===== src/rtl/ulsrs_pkg.sv =====
package ulsrs_pkg;

  // Driver state code that means the link is up
  localparam logic [2:0] UsbActiveCode = 3'd4;
  localparam logic [7:0] NoFaultCode   = 8'hFF;

  // Register reset values
  localparam logic [15:0] ActivityWinRst = 16'd3000;
  localparam logic [15:0] RecoveryWinRst = 16'd10000;
  localparam logic [15:0] WakeRetryRst   = 16'd250;
  localparam logic [15:0] RestartAftRst  = 16'd2000;
  localparam logic [15:0] GraceRst       = 16'd5000;
  localparam logic [15:0] FrameStallRst  = 16'd100;
  localparam logic [15:0] StuckResetRst  = 16'd10000;

  localparam int unsigned CfgIdxW  = 3;
  localparam int unsigned CfgDataW = 16;

  typedef enum logic [CfgIdxW-1:0] {
    CfgActivityWin = 3'd0,
    CfgRecoveryWin = 3'd1,
    CfgWakeRetry   = 3'd2,
    CfgRestartAft  = 3'd3,
    CfgGrace       = 3'd4,
    CfgFrameStall  = 3'd5,
    CfgStuckReset  = 3'd6
  } cfg_idx_e;

  typedef struct packed {
    logic        func;
    logic [31:0] now_ms;
    logic        owns_usb;
    logic [2:0]  usb_state;
    logic [10:0] frame_number;
    logic        remote_wakeup_enabled;
  } in_item_t;

  typedef struct packed {
    logic        wakeup_request;
    logic        restart_request;
    logic        reboot_request;
    logic        link_dead;
    logic [15:0] state_fault_count;
    logic [15:0] stall_fault_count;
    logic [15:0] self_heal_count;
    logic [15:0] restart_count;
    logic [7:0]  last_fault_state;
  } out_item_t;

  // Zero is the "unset" marker for stamps, so a stamp of zero becomes one
  function automatic logic [31:0] nz(input logic [31:0] t);
    return (t == 32'd0) ? 32'd1 : t;
  endfunction

endpackage


===== src/rtl/ulsrs_if.sv =====
interface ulsrs_in_if;
  logic               valid;
  logic               ready;
  ulsrs_pkg::in_item_t data;

  modport source (output valid, output data, input ready);
  modport sink   (input valid, input data, output ready);
endinterface

interface ulsrs_out_if;
  logic                valid;
  logic                ready;
  ulsrs_pkg::out_item_t data;

  modport source (output valid, output data, input ready);
  modport sink   (input valid, input data, output ready);
endinterface


===== src/rtl/usb_link_stall_recovery_sequencer.sv =====
// USB link stall recovery sequencer.
// in_i (valid/ready): one item per transfer. func 0 stamps key activity time,
//   func 1 is a housekeeping poll that judges the link and escalates recovery.
// out_o (valid/ready): exactly one result per input item, in order. Pulses
//   (wakeup, restart, reboot) and link_dead, plus the running fault counters.
// cfg_we_i/cfg_idx_i/cfg_data_i: register writes, taken on any clock edge with
//   cfg_we_i high; only write while no item is in flight.
// Path: the item is held in the input register, then its result in the result
//   register. Throughput: one item per cycle unless out_o stalls; the
//   evaluation is a handful of parallel 32-bit subtract/compares between the
//   two registers.
// Reset (rst_ni low, async): all stamps cleared, counters zero, last fault
//   state 0xFF, registers back to their defaults, both stages empty.
// Receiver stall: the result register holds; the input register still takes
//   one more item, after which in_i.ready drops until out_o frees up.
// A reboot request keeps all state; it repeats on every qualifying poll until
//   the link heals or the block is reset.
module usb_link_stall_recovery_sequencer (
  input  logic                              clk_i,
  input  logic                              rst_ni,
  ulsrs_in_if.sink                          in_i,
  ulsrs_out_if.source                       out_o,
  input  logic                              cfg_we_i,
  input  logic [ulsrs_pkg::CfgIdxW-1:0]     cfg_idx_i,
  input  logic [ulsrs_pkg::CfgDataW-1:0]    cfg_data_i
);

  // Config registers
  logic [15:0] act_win_q, rec_win_q, wake_retry_q, restart_aft_q;
  logic [15:0] grace_ms_q, frame_stall_q, stuck_reset_q;

  // Pipeline registers
  logic                 in_vld_q;
  ulsrs_pkg::in_item_t  in_q;
  logic                 out_vld_q, out_vld_d;
  ulsrs_pkg::out_item_t out_q, out_d;
  logic                 adv;

  // Link tracking state
  logic [31:0] last_press_q, last_press_d;
  logic [31:0] stuck_q, stuck_d;
  logic [31:0] last_wake_q, last_wake_d;
  logic [31:0] frame_move_q, frame_move_d;
  logic [31:0] grace_q, grace_d;
  logic [10:0] prev_frame_q, prev_frame_d;
  logic        restart_done_q, restart_done_d;
  logic        seen_healthy_q, seen_healthy_d;
  logic [15:0] state_faults_q, state_faults_d;
  logic [15:0] stall_faults_q, stall_faults_d;
  logic [15:0] self_heals_q, self_heals_d;
  logic [15:0] restarts_q, restarts_d;
  logic [7:0]  fault_code_q, fault_code_d;

  // Handshake: result slot frees when empty or being taken
  assign adv         = in_vld_q && (!out_vld_q || out_o.ready);
  assign in_i.ready  = !in_vld_q || adv;
  assign out_o.valid = out_vld_q;
  assign out_o.data  = out_q;

  always_ff @(posedge clk_i or negedge rst_ni) begin
    if (!rst_ni) begin
      act_win_q     <= ulsrs_pkg::ActivityWinRst;
      rec_win_q     <= ulsrs_pkg::RecoveryWinRst;
      wake_retry_q  <= ulsrs_pkg::WakeRetryRst;
      restart_aft_q <= ulsrs_pkg::RestartAftRst;
      grace_ms_q    <= ulsrs_pkg::GraceRst;
      frame_stall_q <= ulsrs_pkg::FrameStallRst;
      stuck_reset_q <= ulsrs_pkg::StuckResetRst;
    end else if (cfg_we_i) begin
      unique case (ulsrs_pkg::cfg_idx_e'(cfg_idx_i))
        ulsrs_pkg::CfgActivityWin: act_win_q     <= cfg_data_i;
        ulsrs_pkg::CfgRecoveryWin: rec_win_q     <= cfg_data_i;
        ulsrs_pkg::CfgWakeRetry:   wake_retry_q  <= cfg_data_i;
        ulsrs_pkg::CfgRestartAft:  restart_aft_q <= cfg_data_i;
        ulsrs_pkg::CfgGrace:       grace_ms_q    <= cfg_data_i;
        ulsrs_pkg::CfgFrameStall:  frame_stall_q <= cfg_data_i;
        ulsrs_pkg::CfgStuckReset:  stuck_reset_q <= cfg_data_i;
        default: ;
      endcase
    end
  end

  // Input register
  always_ff @(posedge clk_i or negedge rst_ni) begin
    if (!rst_ni) begin
      in_vld_q <= 1'b0;
    end else if (in_i.ready) begin
      in_vld_q <= in_i.valid;
    end
  end

  always_ff @(posedge clk_i) begin
    if (in_i.valid && in_i.ready) begin
      in_q <= in_i.data;
    end
  end

  // Evaluation of the registered item
  logic [31:0] now;
  logic        st_bad, frame_chg, stall, dead, in_grace;
  logic [31:0] stuck_eff, stuck_span, idle;
  logic        wake, restart, reboot;

  always_comb begin
    now        = in_q.now_ms;
    st_bad     = in_q.usb_state != ulsrs_pkg::UsbActiveCode;
    frame_chg  = (frame_move_q == 32'd0) || (in_q.frame_number != prev_frame_q);
    stall      = (now - frame_move_q) > {16'd0, frame_stall_q};
    dead       = st_bad || (!frame_chg && stall);
    in_grace   = (grace_q != 32'd0) && ((now - grace_q) < {16'd0, grace_ms_q});
    stuck_eff  = (stuck_q == 32'd0) ? ulsrs_pkg::nz(now) : stuck_q;
    stuck_span = now - stuck_eff;
    idle       = now - last_press_q;

    last_press_d   = last_press_q;
    stuck_d        = stuck_q;
    last_wake_d    = last_wake_q;
    frame_move_d   = frame_move_q;
    grace_d        = grace_q;
    prev_frame_d   = prev_frame_q;
    restart_done_d = restart_done_q;
    seen_healthy_d = seen_healthy_q;
    state_faults_d = state_faults_q;
    stall_faults_d = stall_faults_q;
    self_heals_d   = self_heals_q;
    restarts_d     = restarts_q;
    fault_code_d   = fault_code_q;
    wake           = 1'b0;
    restart        = 1'b0;
    reboot         = 1'b0;

    if (!in_q.func) begin
      last_press_d = now;
    end else if (in_q.owns_usb) begin
      // Judge the link
      if (st_bad) begin
        frame_move_d = 32'd0;
        if (stuck_q == 32'd0) begin
          state_faults_d = state_faults_q + 16'd1;
          fault_code_d   = {5'd0, in_q.usb_state};
        end
      end else if (frame_chg) begin
        prev_frame_d = in_q.frame_number;
        frame_move_d = ulsrs_pkg::nz(now);
      end else if (stall && (stuck_q == 32'd0)) begin
        stall_faults_d = stall_faults_q + 16'd1;
        fault_code_d   = {5'd0, in_q.usb_state};
      end

      if (!dead) begin
        if ((stuck_q != 32'd0) && !restart_done_q) begin
          self_heals_d = self_heals_q + 16'd1;
        end
        seen_healthy_d = 1'b1;
        stuck_d        = 32'd0;
        grace_d        = 32'd0;
        restart_done_d = 1'b0;
      end else if (!in_grace) begin
        grace_d = 32'd0;
        stuck_d = stuck_eff;
        // Recovery only with a key pressed inside the wide window
        if ((last_press_q != 32'd0) && (idle <= {16'd0, rec_win_q})) begin
          if ((idle <= {16'd0, act_win_q}) && !restart_done_q &&
              ((now - last_wake_q) > {16'd0, wake_retry_q})) begin
            last_wake_d = now;
            wake        = in_q.remote_wakeup_enabled;
          end
          if (!restart_done_q && (stuck_span > {16'd0, restart_aft_q})) begin
            restart_done_d = 1'b1;
            grace_d        = ulsrs_pkg::nz(now);
            frame_move_d   = 32'd0;
            restarts_d     = restarts_q + 16'd1;
            restart        = 1'b1;
          end else if (restart_done_q && seen_healthy_q &&
                       (stuck_span > {16'd0, stuck_reset_q})) begin
            reboot = 1'b1;
          end
        end
      end
    end

    out_d.wakeup_request    = wake;
    out_d.restart_request   = restart;
    out_d.reboot_request    = reboot;
    out_d.link_dead         = in_q.func && in_q.owns_usb && dead;
    out_d.state_fault_count = state_faults_d;
    out_d.stall_fault_count = stall_faults_d;
    out_d.self_heal_count   = self_heals_d;
    out_d.restart_count     = restarts_d;
    out_d.last_fault_state  = fault_code_d;
  end

  always_ff @(posedge clk_i or negedge rst_ni) begin
    if (!rst_ni) begin
      last_press_q   <= 32'd0;
      stuck_q        <= 32'd0;
      last_wake_q    <= 32'd0;
      frame_move_q   <= 32'd0;
      grace_q        <= 32'd0;
      prev_frame_q   <= 11'd0;
      restart_done_q <= 1'b0;
      seen_healthy_q <= 1'b0;
      state_faults_q <= 16'd0;
      stall_faults_q <= 16'd0;
      self_heals_q   <= 16'd0;
      restarts_q     <= 16'd0;
      fault_code_q   <= ulsrs_pkg::NoFaultCode;
    end else if (adv) begin
      last_press_q   <= last_press_d;
      stuck_q        <= stuck_d;
      last_wake_q    <= last_wake_d;
      frame_move_q   <= frame_move_d;
      grace_q        <= grace_d;
      prev_frame_q   <= prev_frame_d;
      restart_done_q <= restart_done_d;
      seen_healthy_q <= seen_healthy_d;
      state_faults_q <= state_faults_d;
      stall_faults_q <= stall_faults_d;
      self_heals_q   <= self_heals_d;
      restarts_q     <= restarts_d;
      fault_code_q   <= fault_code_d;
    end
  end

  // Result register
  always_comb begin
    if (adv) begin
      out_vld_d = 1'b1;
    end else if (out_o.ready) begin
      out_vld_d = 1'b0;
    end else begin
      out_vld_d = out_vld_q;
    end
  end

  always_ff @(posedge clk_i or negedge rst_ni) begin
    if (!rst_ni) begin
      out_vld_q <= 1'b0;
    end else begin
      out_vld_q <= out_vld_d;
    end
  end

  always_ff @(posedge clk_i) begin
    if (adv) begin
      out_q <= out_d;
    end
  end

`ifndef ASSERT_OFF
  // Any recovery pulse comes only from a poll that found the link dead
  a_pulse_needs_dead: assert property (@(posedge clk_i) disable iff (!rst_ni)
    out_vld_q && (out_q.wakeup_request || out_q.restart_request ||
                  out_q.reboot_request) |-> out_q.link_dead)
    else $error("recovery pulse without dead link");

  // Restart and reboot never in the same result
  a_restart_xor_reboot: assert property (@(posedge clk_i) disable iff (!rst_ni)
    out_vld_q |-> !(out_q.restart_request && out_q.reboot_request))
    else $error("restart and reboot in one result");

  // Restart counter moves only together with a restart pulse
  a_restart_count: assert property (@(posedge clk_i) disable iff (!rst_ni)
    (restarts_q != $past(restarts_q)) |-> (out_vld_q && out_q.restart_request &&
                                           (out_q.restart_count == restarts_q)))
    else $error("restart counter moved without restart pulse");
`endif

endmodule


===== src/flat_wrapper.sv =====
// flat-port wrapper written by rule: the top's interface ports become plain ports
module usb_link_stall_recovery_sequencer_flat 
  (clk_i, rst_ni, cfg_we_i, cfg_idx_i, cfg_data_i, in_i_valid, in_i_data, in_i_ready, out_o_valid, out_o_data, out_o_ready);
  ulsrs_in_if in_i_i ();
  ulsrs_out_if out_o_i ();
  input  logic clk_i;
  input  logic rst_ni;
  input  logic cfg_we_i;
  input  logic [ulsrs_pkg::CfgIdxW-1:0] cfg_idx_i;
  input  logic [ulsrs_pkg::CfgDataW-1:0] cfg_data_i;
  input wire logic [$bits(in_i_i.valid)-1:0] in_i_valid;
  input wire logic [$bits(in_i_i.data)-1:0] in_i_data;
  output wire logic [$bits(in_i_i.ready)-1:0] in_i_ready;
  output wire logic [$bits(out_o_i.valid)-1:0] out_o_valid;
  output wire logic [$bits(out_o_i.data)-1:0] out_o_data;
  input wire logic [$bits(out_o_i.ready)-1:0] out_o_ready;
  assign in_i_i.valid = in_i_valid;
  assign in_i_i.data = in_i_data;
  assign in_i_ready = in_i_i.ready;
  assign out_o_valid = out_o_i.valid;
  assign out_o_data = out_o_i.data;
  assign out_o_i.ready = out_o_ready;
  usb_link_stall_recovery_sequencer u_core (.clk_i(clk_i), .rst_ni(rst_ni), .in_i(in_i_i), .out_o(out_o_i), .cfg_we_i(cfg_we_i), .cfg_idx_i(cfg_idx_i), .cfg_data_i(cfg_data_i));
endmodule

===== config.mk =====
export PLATFORM = sky130hd
export DESIGN_NAME = usb_link_stall_recovery_sequencer_flat
export DESIGN_NICKNAME = d
export VERILOG_FILES = /design/src/rtl/ulsrs_pkg.sv /design/src/rtl/ulsrs_if.sv /design/src/rtl/usb_link_stall_recovery_sequencer.sv /design/src/flat_wrapper.sv
export SDC_FILE = /design/constraint.sdc
export NUM_CORES = 1
export LEC_CHECK = 0
export ABC_CLOCK_PERIOD_IN_PS = 6200
export BUFFER_PORTS_ARGS = -buffer_cell sky130_fd_sc_hd__buf_2
export CORE_ASPECT_RATIO = 0.8
export CORE_UTILIZATION = 39
export DETAILED_ROUTE_END_ITERATION = 16
export GPL_TIMING_DRIVEN = 0
export PLACE_DENSITY_LB_ADDON = 0.08
export RECOVER_POWER = 100
export SLEW_MARGIN = 10
export SYNTH_ARGS = -nofsm -noshare
export SYNTH_HDL_FRONTEND = slang
export SYNTH_SLANG_ARGS = --single-unit

===== constraint.sdc =====
create_clock -name clk_i -period 6.2 [get_ports clk_i]
set_input_delay 1.24 -clock clk_i [delete_from_list [all_inputs] [get_ports clk_i]]
set_output_delay 1.24 -clock clk_i [all_outputs]
set_load 0.005 [all_outputs]

==> results.rst <==
.. list-table::
   :header-rows: 1

   * - Metric
     - Value
   * - Run status
     - finished, violations left
   * - Violations in the final reports
     - capacitance limit, slew limit, setup timing
   * - Diode insertion count for antenna repair
     - 0
   * - Data required time of the critical path
     - 6.71 ns
   * - Avg Vias per Cell
     - about 5.6
   * - Number of cells produced by synthesis
     - 3,502
   * - Remaining antenna violation count after routing
     - 0
   * - Height of the chip
     - 261 um
   * - Initial standard-cell utilization of the core
     - 39.6%
   * - Total routed wirelength
     - 107,000 um
   * - Die extent in x
     - 326 um
   * - Peak supply drop
     - 0.254 mV
   * - Slew at the pin with the worst max-slew slack
     - 3.83 ns
   * - Leakage
     - between 15 and 20 nW
   * - Setup repair after global routing missed its margin
     - true
   * - Via count of the first global-routing pass
     - 26,299
   * - Reg-to-reg setup timing slack
     - -0.002 ns
   * - Setup TNS Final
     - -0.00292 ns
   * - Highest fanout seen on the critical path
     - 10
   * - Most instantiated library cell after synthesis
     - sky130_fd_sc_hd__nand2_1
   * - Primary flip-flop cell chosen by synthesis mapping
     - sky130_fd_sc_hd__dfrtp_1
   * - Number of maximum-capacitance violations
     - 8
   * - Critical Path Source Type
     - flop
   * - Synthesis-to-layout area growth
     - 17.4%
   * - Class of the tightest hold or removal check
     - reg2reg
   * - Port Buf Inserts
     - 148
   * - Worst reg2reg path endpoint
     - u_core.grace_q[8]
   * - Final standard cell utilization of the core
     - between 40% and 50%
   * - Final Hold Viols
     - 0
   * - DRC violation count after routing
     - 0
   * - Gr ovfl total
     - 0
   * - Initial antenna violation count
     - 9
   * - Die area
     - 85,000 um2
   * - Area share of the leading cell type in the synthesized netlist
     - 24.0%
   * - H-tree Lvls
     - 2
   * - TritonCTS clock tree
     - yes
   * - Final #Nets
     - between 4,000 and 5,000
   * - Slew headroom
     - -155%
   * - Overall track demand over capacity in global routing
     - 24.5%
   * - # clock sinks
     - slightly below 500
   * - Final clock period utilization by the worst path
     - 100%
   * - Clock tree root buffer cell
     - sky130_fd_sc_hd__clkbuf_16
   * - Count of distinct cell types in the synthesized netlist
     - 101
   * - Core Rows
     - between 90 and 100
   * - Clock Tree Buf Depth
     - 3
   * - Critical path launch point
     - u_core.now[5]
   * - Crit path to
     - u_core.grace_q[8]
   * - Final HPWL from detailed placement
     - 77,000 um
   * - Pwr per Cell Area
     - 320 nW/um2
   * - Sequential element share of the synthesized area
     - about two fifths
   * - Share of cells above drive strength 1
     - 15.2%
   * - Placed Instances
     - 4,759
   * - Launch instance of the worst register-to-register path
     - u_core.now[5]
   * - Largest net degree at the start of global routing
     - 88
   * - Via Count
     - about 28,000
   * - Pwr Total
     - 0.0123 W
   * - Max Clk Rate
     - 161 MHz
   * - Mapped cell area
     - 32,700 um2
   * - Post-route worst setup slack
     - -0.00224 ns
   * - Top cells by area, synth
     - sky130_fd_sc_hd__dfrtp_1, sky130_fd_sc_hd__edfxtp_1, sky130_fd_sc_hd__ha_1
   * - Start point of the worst min-delay path
     - u_core.seen_healthy_q
   * - Number of buffers inserted for hold repair after clock tree synthesis
     - 0
   * - Number of warnings issued by yosys
     - 0
   * - Post-Layout Cell Count
     - between 4,000 and 5,000
   * - Number of synthesized flops with an enable pin
     - roughly 130
   * - Wire length of the first global-routing pass
     - roughly 160,000 um
   * - Final-report setup violation count
     - 2
   * - Final critical delay including setup and external delays
     - 6.20 ns
   * - Post-Syn Area per Cell
     - 9.34 um2
   * - WS Path Type
     - reg2reg
   * - Post-synth top cells
     - sky130_fd_sc_hd__nand2_1, sky130_fd_sc_hd__dfrtp_1, sky130_fd_sc_hd__inv_1
   * - Worst Hold Margin
     - 0.480 ns
   * - Worst Skew
     - 0.0273 ns
   * - Average wire per standard cell
     - approximately 21 um
   * - Ports
     - 151
   * - Arrival time reported for the critical path endpoint
     - 6.71 ns
   * - Final Max Tran Viols
     - 506
   * - Weighted congestion at the end of routability-driven global placement
     - 0.916
   * - Clock edge transition at the registers on the reported setup and hold paths
     - 0.06 ns
   * - Synthesis-stage register bit count
     - roughly 480
   * - Starting DRT DRC Count
     - 2,565
   * - Synthesized netlist net count
     - 3,844
   * - Insertion delay of the later-clocked pin in the worst-skew pair
     - 0.64 ns
   * - Proportion of synthesized flip-flops having asynchronous set or reset
     - about three quarters
   * - Critical path endpoint category
     - flop
   * - Cell count of the worst reg-to-reg path
     - 26
   * - Number of optimization iterations in the first detailed-route pass
     - 5
   * - Most area-hungry cell type in the Yosys netlist
     - sky130_fd_sc_hd__dfrtp_1
   * - Number of CTS-inserted buffers
     - 56
   * - CORE AREA
     - 82,600 um2
==> where the power goes <==
group	switching [W]	internal [W]
Sequential	0.000236	0.00368
Combinational	0.00284	0.00192
Clock	0.00142	0.00217
Total	0.00450	0.00777
==> cell usage in the layout, fill, tap and decap left out, drive strengths merged, types with 26 or more instances in the layout <==
cell,Yosys,routed
a22oi,33,33
o21a,35,35
nand2b,36,36
nand2,355,355
a22o,41,41
xor2,54,54
buf,27,204
dfrtp,314,314
and2,27,27
dfstp,45,45
nand4,94,94
a211oi,38,38
nand3,77,77
nor3,69,69
nor4,61,61
ha,265,265
a21oi,221,221
o41ai,26,26
xnor2,165,165
mux2,110,110
nor2b,28,28
edfxtp,125,125
clkbuf,114,265
inv,272,271
o21ai,262,262
o211ai,33,33
a21o,88,88
nor2,155,155
and3,53,53
==> critical path, cell delays in order (launching register included) <==
cell                        delay, ns
sky130_fd_sc_hd__edfxtp_1        0.39
sky130_fd_sc_hd__buf_2           0.35
sky130_fd_sc_hd__nor4_1          0.11
sky130_fd_sc_hd__nand4_1         0.16
sky130_fd_sc_hd__o21ai_4         0.08
sky130_fd_sc_hd__a21o_4          0.22
sky130_fd_sc_hd__ha_4            0.19
sky130_fd_sc_hd__or4_4           0.55
sky130_fd_sc_hd__a211oi_4        0.29
sky130_fd_sc_hd__a31o_2          0.19
sky130_fd_sc_hd__a21boi_2        0.07
sky130_fd_sc_hd__o21ai_2         0.22
sky130_fd_sc_hd__inv_1           0.08
sky130_fd_sc_hd__o21ai_2         0.15
sky130_fd_sc_hd__xor2_1          0.15
sky130_fd_sc_hd__buf_4           0.17
sky130_fd_sc_hd__ha_4            0.20
sky130_fd_sc_hd__a21o_1          0.15
sky130_fd_sc_hd__a21o_1          0.18
sky130_fd_sc_hd__a211oi_2        0.24
sky130_fd_sc_hd__a21oi_4         0.14
sky130_fd_sc_hd__or4b_1          0.55
sky130_fd_sc_hd__or3_4           0.41
sky130_fd_sc_hd__and3b_2         0.29
sky130_fd_sc_hd__buf_12          0.17
sky130_fd_sc_hd__clkbuf_16       0.15
sky130_fd_sc_hd__a22o_1          0.22
==> flip-flops by register name, summed over array words and instances, names as in the netlist, 17 cells and up <==
name,cells
u_core.now,32
u_core.grace_q,32
u_core.stuck_q,32
u_core.in_q,17
u_core.frame_move_q,32
u_core.last_press_q,32
u_core.out_o.data,76
u_core.last_wake_q,32
==> per-stage QoR <==
stage / setup slack, ns / cell area [um2]
3_5_place_dp: -2.19 / 35000
3_3_place_gp: -3.94 / 34800
6_report: -0.00224 / 38400
2_1_floorplan: 0.353 / 32700
5_1_grt: -0.170 / 38400
4_1_cts: -0.0381 / 38100
==> worst min path at each step <==
| stage | endpoint | slack (ns) | depth (start not counted) |
|---|---|---|---|
| after global routing | u_core.fault_code_q[6] | 0.49 | 1 |
| after detailed placement | u_core.seen_healthy_q | 0.46 | 1 |
| after CTS | u_core.seen_healthy_q | 0.47 | 1 |
| after floorplan | u_core.seen_healthy_q | 0.44 | 1 |
| after global placement | u_core.seen_healthy_q | 0.45 | 1 |
| final | u_core.seen_healthy_q | 0.48 | 1 |
==> routing by layer <==
metal / routed length (um) / global-route usage, % / vias up
met3: 7080 / 3.76 / 96
met2: 45900 / 37.1 / 761
li1: - / - / 13421
met1: 52100 / 36.9 / 13669
met5: 0 / 0 / -
met4: 1540 / 4.60 / 0
==> cell families after synthesis <==
logic type	after synthesis	synth area share, %
AOI/OAI and AO/OA	940	18.8
xor gates and xnor gates	219	5.87
adders and majority gates	270	10.4
buffers and inverters	413	5.02
DFF	484	39.1
muxes	122	4.48
and+or+nand+nor	1054	16.3
==> timing repair <==
action | in CTS | in global routing
gates cloned | 1 | 4
setup buffers | 84 | 24
resized for setup | 91 | 92
pin swaps | 28 | 82
setup endpoints to repair | 244 | 221
==> cell type report <==
| type | count | area, um2 |
|---|---|---|
| Fill cell | 8111 | 44200 |
| Inverter | 272 | 1020 |
| Buffer | 129 | 664 |
| Timing Repair Buffer | 265 | 1700 |
| Tap cell | 1104 | 1380 |
| Clock inverter | 31 | 400 |
| Clock buffer | 75 | 1590 |
| Sequential cell | 484 | 12800 |
| Multi-Input combinational cell | 2605 | 18800 |
(Power assumes the default switching activity.)
